File: config.mk
export PLATFORM = sky130hd
export DESIGN_NAME = interpolated_duty_window_check_unit
export DESIGN_NICKNAME = d
export VERILOG_FILES = /design/src/hdl/idwc_pkg.sv /design/src/hdl/interpolated_duty_window_check_unit.sv
export SDC_FILE = /design/constraint.sdc
export NUM_CORES = 2
export LEC_CHECK = 0
export BUFFER_PORTS_ARGS = -buffer_cell sky130_fd_sc_hd__buf_2
export CORE_ASPECT_RATIO = 1.5
export CORE_MARGIN = 1.5
export CORE_UTILIZATION = 51
export CTS_CLUSTER_SIZE = 16
export DETAILED_ROUTE_END_ITERATION = 7
export PLACE_DENSITY = 0.68
export SYNTH_ARGS = -nofsm -noshare
export SYNTH_HDL_FRONTEND = slang
export SYNTH_SLANG_ARGS = --single-unit
File: constraint.sdc
create_clock -name clk -period 19.9 [get_ports clk]
set_input_delay 2.985 -clock clk [delete_from_list [all_inputs] [get_ports clk]]
set_output_delay 2.985 -clock clk [all_outputs]
set_load 0.03 [all_outputs]
File: src/hdl/idwc_pkg.sv
// Types and constant stroke/limit table for the duty window check.
`timescale 1ns / 1ps
`default_nettype none

package idwc_pkg;

  localparam int TABLE_POINTS = 5;
  localparam int PT_W         = $clog2(TABLE_POINTS);
  localparam int STROKE_W     = 16;
  localparam int DUTY_W       = 14;
  localparam int TOL_W        = 11;
  localparam int SCL_W        = 33;

  localparam logic [TOL_W-1:0] TOL_RESET = TOL_W'(350);

  typedef logic [STROKE_W-1:0] stroke_t;
  typedef logic [DUTY_W-1:0]   duty_t;
  typedef logic [PT_W-1:0]     pt_idx_t;
  typedef logic signed [SCL_W-1:0] scaled_t;

  // Strokes in 0.01 mm, duties in 0.01 %.
  localparam stroke_t POS_TAB [TABLE_POINTS] = '{16'd0, 16'd200, 16'd400, 16'd600, 16'd800};
  localparam duty_t C1_LO_TAB [TABLE_POINTS] = '{14'd900, 14'd2090, 14'd3280, 14'd4480, 14'd5970};
  localparam duty_t C1_HI_TAB [TABLE_POINTS] = '{14'd1600, 14'd2790, 14'd3980, 14'd5180, 14'd6670};
  localparam duty_t C2_LO_TAB [TABLE_POINTS] = '{14'd8400, 14'd7220, 14'd6020, 14'd4820, 14'd3330};
  localparam duty_t C2_HI_TAB [TABLE_POINTS] = '{14'd9100, 14'd7920, 14'd6720, 14'd5520, 14'd4030};

endpackage

`default_nettype wire

File: src/hdl/interpolated_duty_window_check_unit.sv
// Interpolated duty window check: three-stage pipeline with output register.
//
// Input channel (in_valid/in_stall): stroke position plus two duty cycles.
// Result channel (out_valid/out_stall): passed, straight and swapped matches
// and an out-of-range flag, one result per input item, in order.
// Config channel (cfg_valid/cfg_ready): tolerance register, always ready;
// write it only while the pipeline is empty.
//
// The input transfer loads stage 1; the item then passes stages 2 and 3.
// One item per cycle is sustained while out_stall is low. Stage 1 finds the
// segment and applies the tolerance, stage 2 holds the eight multipliers
// (segment offset times limit slope, duty bound times segment length),
// stage 3 does the window compares into the output register.
//
// Reset clears all stage valid bits and loads the tolerance with 350.
// When the receiver stalls, the result holds; empty stages upstream still
// fill, and in_stall rises only once every stage holds an item.
`timescale 1ns / 1ps
`default_nettype none

module interpolated_duty_window_check_unit
  import idwc_pkg::*;
(
  input  wire logic                clk,
  input  wire logic                rst_n,
  input  wire logic                in_valid,
  output logic                     in_stall,
  input  wire logic [STROKE_W-1:0] in_stroke_value,
  input  wire logic [DUTY_W-1:0]   in_duty_a,
  input  wire logic [DUTY_W-1:0]   in_duty_b,
  output logic                     out_valid,
  input  wire logic                out_stall,
  output logic                     out_passed,
  output logic                     out_straight_match,
  output logic                     out_swapped_match,
  output logic                     out_out_of_range,
  input  wire logic                cfg_valid,
  output logic                     cfg_ready,
  input  wire logic [TOL_W-1:0]    cfg_tolerance
);

  logic [TOL_W-1:0] tol_r;

  logic v1_r, v2_r, v3_r;
  logic en1, en2, en3;

  // stage 1 payload
  pt_idx_t              seg1_r, seg_nxt;
  stroke_t              off1_r;
  logic                 oor1_r, oor_nxt;
  logic [DUTY_W:0]      ap1_r, bp1_r;
  logic signed [DUTY_W+1:0] am1_r, bm1_r;

  // stage 2 payload
  scaled_t w1lo2_r, w1hi2_r, w2lo2_r, w2hi2_r;
  scaled_t ap2_r, am2_r, bp2_r, bm2_r;
  logic    oor2_r;

  // stage 3 (output) payload
  logic straight_r, swapped_r, oor3_r;

  assign en3      = !v3_r || !out_stall;
  assign en2      = !v2_r || en3;
  assign en1      = !v1_r || en2;
  assign in_stall = !en1;
  assign cfg_ready = 1'b1;

  // Segment search: first segment whose closed interval holds the stroke.
  always_comb begin
    seg_nxt = '0;
    oor_nxt = 1'b1;
    for (int i = TABLE_POINTS - 2; i >= 0; i--) begin
      if (in_stroke_value >= POS_TAB[i] && in_stroke_value <= POS_TAB[i+1] &&
          POS_TAB[i+1] > POS_TAB[i]) begin
        seg_nxt = PT_W'(i);
        oor_nxt = 1'b0;
      end
    end
  end

  // Stage 2 arithmetic.
  pt_idx_t                  seg_hi;
  stroke_t                  den;
  logic signed [STROKE_W:0] off_s, den_s;
  logic signed [DUTY_W:0]   d1lo, d1hi, d2lo, d2hi;
  logic signed [DUTY_W:0]   b1lo, b1hi, b2lo, b2hi;
  scaled_t                  w1lo_nxt, w1hi_nxt, w2lo_nxt, w2hi_nxt;
  scaled_t                  ap_nxt, am_nxt, bp_nxt, bm_nxt;

  always_comb begin
    seg_hi = seg1_r + pt_idx_t'(1);
    den    = POS_TAB[seg_hi] - POS_TAB[seg1_r];
    off_s  = $signed({1'b0, off1_r});
    den_s  = $signed({1'b0, den});
    b1lo   = $signed({1'b0, C1_LO_TAB[seg1_r]});
    b1hi   = $signed({1'b0, C1_HI_TAB[seg1_r]});
    b2lo   = $signed({1'b0, C2_LO_TAB[seg1_r]});
    b2hi   = $signed({1'b0, C2_HI_TAB[seg1_r]});
    d1lo   = $signed({1'b0, C1_LO_TAB[seg_hi]}) - b1lo;
    d1hi   = $signed({1'b0, C1_HI_TAB[seg_hi]}) - b1hi;
    d2lo   = $signed({1'b0, C2_LO_TAB[seg_hi]}) - b2lo;
    d2hi   = $signed({1'b0, C2_HI_TAB[seg_hi]}) - b2hi;
    // base limit times length is a product of table constants per segment
    w1lo_nxt = scaled_t'(b1lo) * scaled_t'(den_s) + scaled_t'(off_s) * scaled_t'(d1lo);
    w1hi_nxt = scaled_t'(b1hi) * scaled_t'(den_s) + scaled_t'(off_s) * scaled_t'(d1hi);
    w2lo_nxt = scaled_t'(b2lo) * scaled_t'(den_s) + scaled_t'(off_s) * scaled_t'(d2lo);
    w2hi_nxt = scaled_t'(b2hi) * scaled_t'(den_s) + scaled_t'(off_s) * scaled_t'(d2hi);
    ap_nxt   = scaled_t'($signed({1'b0, ap1_r})) * scaled_t'(den_s);
    am_nxt   = scaled_t'(am1_r) * scaled_t'(den_s);
    bp_nxt   = scaled_t'($signed({1'b0, bp1_r})) * scaled_t'(den_s);
    bm_nxt   = scaled_t'(bm1_r) * scaled_t'(den_s);
  end

  // Stage 3 window compares.
  logic a_in1, a_in2, b_in1, b_in2;
  logic straight_nxt, swapped_nxt;

  always_comb begin
    a_in1 = (ap2_r >= w1lo2_r) && (am2_r <= w1hi2_r);
    a_in2 = (ap2_r >= w2lo2_r) && (am2_r <= w2hi2_r);
    b_in1 = (bp2_r >= w1lo2_r) && (bm2_r <= w1hi2_r);
    b_in2 = (bp2_r >= w2lo2_r) && (bm2_r <= w2hi2_r);
    straight_nxt = !oor2_r && a_in1 && b_in2;
    swapped_nxt  = !oor2_r && a_in2 && b_in1;
  end

  // Control: valid bits and tolerance register.
  always_ff @(posedge clk) begin
    if (!rst_n) begin
      v1_r  <= 1'b0;
      v2_r  <= 1'b0;
      v3_r  <= 1'b0;
      tol_r <= TOL_RESET;
    end else begin
      if (en1) v1_r <= in_valid;
      if (en2) v2_r <= v1_r;
      if (en3) v3_r <= v2_r;
      if (cfg_valid && cfg_ready) tol_r <= cfg_tolerance;
    end
  end

  // Payload registers.
  always_ff @(posedge clk) begin
    if (en1 && in_valid) begin
      seg1_r <= seg_nxt;
      oor1_r <= oor_nxt;
      off1_r <= in_stroke_value - POS_TAB[seg_nxt];
      ap1_r  <= {1'b0, in_duty_a} + (DUTY_W+1)'(tol_r);
      bp1_r  <= {1'b0, in_duty_b} + (DUTY_W+1)'(tol_r);
      am1_r  <= $signed({2'b00, in_duty_a}) - $signed((DUTY_W+2)'(tol_r));
      bm1_r  <= $signed({2'b00, in_duty_b}) - $signed((DUTY_W+2)'(tol_r));
    end
    if (en2 && v1_r) begin
      oor2_r  <= oor1_r;
      w1lo2_r <= w1lo_nxt;
      w1hi2_r <= w1hi_nxt;
      w2lo2_r <= w2lo_nxt;
      w2hi2_r <= w2hi_nxt;
      ap2_r   <= ap_nxt;
      am2_r   <= am_nxt;
      bp2_r   <= bp_nxt;
      bm2_r   <= bm_nxt;
    end
    if (en3 && v2_r) begin
      oor3_r     <= oor2_r;
      straight_r <= straight_nxt;
      swapped_r  <= swapped_nxt;
    end
  end

  assign out_valid          = v3_r;
  assign out_straight_match = straight_r;
  assign out_swapped_match  = swapped_r;
  assign out_passed         = straight_r || swapped_r;
  assign out_out_of_range   = oor3_r;

endmodule

`default_nettype wire

==> metrics.md <==
| Metric | Value |
|---|---|
| Status | complete, no violations |
| Final Hold Vio Count | 0 |
| Share of cells above drive strength 1 | around 3.3% |
| Crit-path most repeated cell | fa_1 |
| Avg Cell Area, Syn | between 9 and 10 um2 |
| Crit end category | register |
| Cts repair resizes | 0 |
| Routed len/inst | 25.8 um |
| Initial DRT Pass Iterations | 8 |
| Crit Path Max Fanout | 35 |
| Hold wc startpoint | v1_r |
| FF-to-FF Start | seg1_r[0] |
| Grt total ovfl | 0 |
| Worst Reg-to-Reg Cells | 33 |
| Initial core utilization | between 50% and 60% |
| Placed Cells | 11300 |
| Yosys warns | 0 |
| Top FF cell, synth | edfxtp_1 |
| Most frequent cells in the layout | 2238 x inv_1, 1503 x fa_1, 1482 x ha_1 |
| Max clock buf depth | 3 |
| DR DRC count | 0 |
| Die X | around 340 um |
| Initial antenna violation count | 14 |
| MaxCap Viol Count | 0 |
| Die Ht | just over 500 um |
| Dpl hpwl | 243 mm |
| FP Rows | around 180 |
| Number of port buffers | 65 |
| GPL Wtd Cong | a little over 1 |
| Post-CTS Hold Buffers | 0 |
| Fin Setup TNS | 0 ns |
| Synth-to-Final Area Change | 5.87% |
| Seq/Total Area, Yosys | a little under an eighth |
| Clock Sink Count | about 330 |
| Post-synth EDFFs | between 300 and 400 |
| CTS tree | yes |
| Vias in the first global route | between 60000 and 70000 |
| Slowest stage delay, CP | between 0.9 and 1 ns |
| First-pass GRT wire length | 434 mm |
| Synth cell types | 91 |
| Largest net degree at the start of global routing | 178 |
| Worst Tran Pin Value | roughly 1.3 ns |
| Synth Instances | around 9000 |
| Clk Latency, worst-skew pair | between 0.6 and 0.7 ns |
| RR Endpoint | w1lo2_r[31] |
| RSZ-0062 raised after global routing | false |
| R2R Setup Slk | 7.17 ns |
| Final wirelength | between 200 and 300 mm |
| Worst clock skew | 0.0261 ns |
| Core Box Area | between 150000 and 200000 um2 |
| WP data arrival | between 10 and 15 ns |
| Post-CTS Setup Inserts | 0 |
| H-Tree Depth | 2 |
| Slew margin rel. | 12.1% |
| WHS Path Cells | 1 |
| DR iter-0 viols | between 4000 and 5000 |
| Clk slew on worst S/H paths | about 0.07 ns |
| CP required | between 20 and 25 ns |
| Most common cell after layout, fill and taps aside | inv_1 |
| Endpoints failing setup | 0 |
| Antenna viol nets, final | 0 |
| Fin nets | between 10000 and 15000 |
| Slowest CP cell | or4_1 |
| Routed vias/inst | ~5.6 |
| CTS root buffer | clkbuf_16 |
| Max Clock Freq | about 79 MHz |
| WHS Endpoint | v2_r |
| Via Count | roughly 64000 |
| FF+latch count, synth | roughly 330 |
| Fin. max-slew vios | 0 |
| Crit path launch type | register |
| Io pins | 67 |
| Crit Path Class | reg -> reg |
| Ys async rst share | 0% |
| Period minus WS final | roughly 13 ns |
| Mapped cell area | 86300 um2 |
| Hold Crit Class | reg -> reg |
| Fillers | ~15000 |
| Post-Layout Cell Count | 11300 |
| Total GRT Usage | 34.7% |
| Final period util | 64.0% |
| Die area | about 170000 um2 |
| CTS Buf Count | 42 |
| Worst Hold Margin | around 0.49 ns |
cells by family after synthesis:
logic type      after synthesis  share of synthesized area, %
fa+ha+maj                  2990                          56.4
xor+xnor                    327                          3.33
other cells                   2                       0.00870
compound gates             1022                          7.67
simple gates               1825                          10.3
buf+inv                    2466                          10.7
flops                       333                          11.4
mux                           8                        0.0942
worst max path at each step:
stage              start          end  slack, ns  depth (start not counted)
2_1_floorplan  out_stall    am2_r[10]       5.29                          2
3_3_place_gp   seg1_r[0]  w1lo2_r[29]       7.56                         35
3_5_place_dp   seg1_r[0]  w1lo2_r[29]       7.32                         33
4_1_cts        seg1_r[0]  w1lo2_r[29]       7.30                         33
5_1_grt        seg1_r[0]  w1lo2_r[31]       6.71                         33
6_report       seg1_r[0]  w1lo2_r[31]       7.17                         33
per-layer routing:
metal | vias to the layer above | track usage (%) | routed length [um]
met5 | - | 0 | 63
met2 | 2574 | 60.1 | 144000
met1 | 32100 | 36.1 | 97800
met4 | 10 | 32.6 | 34400
met3 | 1068 | 4.72 | 16800
li1 | 28200 | - | -
metrics by stage:
stage               area [um2]  setup WS (ns)  utilization [%]
floorplan                86700           5.29                -
global placement         89900           7.56             53.5
detailed placement       89900           7.32             53.5
CTS                      91300           7.30             54.4
global route             91400           6.71             54.4
finish                   91400           7.17             54.4
cells in the mapped netlist, drive strengths merged, types with 20 or more instances:
cell / count / share of area [%]
clkbuf: 191 / 0.83
fa: 1503 / 35
o21a: 45 / 0.39
nor2: 380 / 1.7
ha: 1487 / 22
a21o: 181 / 1.6
edfxtp: 319 / 11
xnor2: 226 / 2.3
and2: 306 / 2.2
buf: 29 / 0.14
nand2: 598 / 2.6
o21ai: 171 / 0.99
a21oi: 333 / 1.9
nor3: 52 / 0.31
a211oi: 31 / 0.29
o21bai: 40 / 0.35
nor2b: 122 / 0.88
nand3: 60 / 0.35
or2: 20 / 0.14
o211ai: 31 / 0.28
a31oi: 34 / 0.25
nand2b: 82 / 0.59
nand4: 51 / 0.37
xor2: 101 / 1.0
and3: 90 / 0.65
inv: 2239 / 9.7
cell type report:
cell class                 instances  area, um2  share of cell area [%]
clock inverter                    28        384                   0.420
timing repair buffer             162       1070                    1.17
sequential                       333       9860                    10.8
antenna                           10       25.0                  0.0274
multi-input combinational       6284      67700                    74.1
tap                             2232       2790                    3.06
clock buffer                      49       1110                    1.21
inverter                        2246       8430                    9.23
sequential cells by signal, indices dropped and copies added, names as in the netlist, 2 cells and up:
signal and flops:
w1lo2_r 32, w1hi2_r 31, off1_r 16, am2_r 29
bp1_r 15, bm1_r 14, ap2_r 27, seg1_r 2
bm2_r 29, w2lo2_r 32, bp2_r 27, ap1_r 15
w2hi2_r 31, am1_r 14, tol_r 11
worst max-delay path, delay by kind of cell (launching register included):
family | cells | cell delay (ns)
fa+ha+maj | 12 | 5.62
simple gates | 8 | 2.61
buf+inv | 7 | 2.08
compound gates | 5 | 1.13
flops | 1 | 0.65
xor+xnor | 1 | 0.40
Power is left out: the tool's default activity adds up to more than one toggle a clock period on the data nets, which glitch-free logic cannot reach.
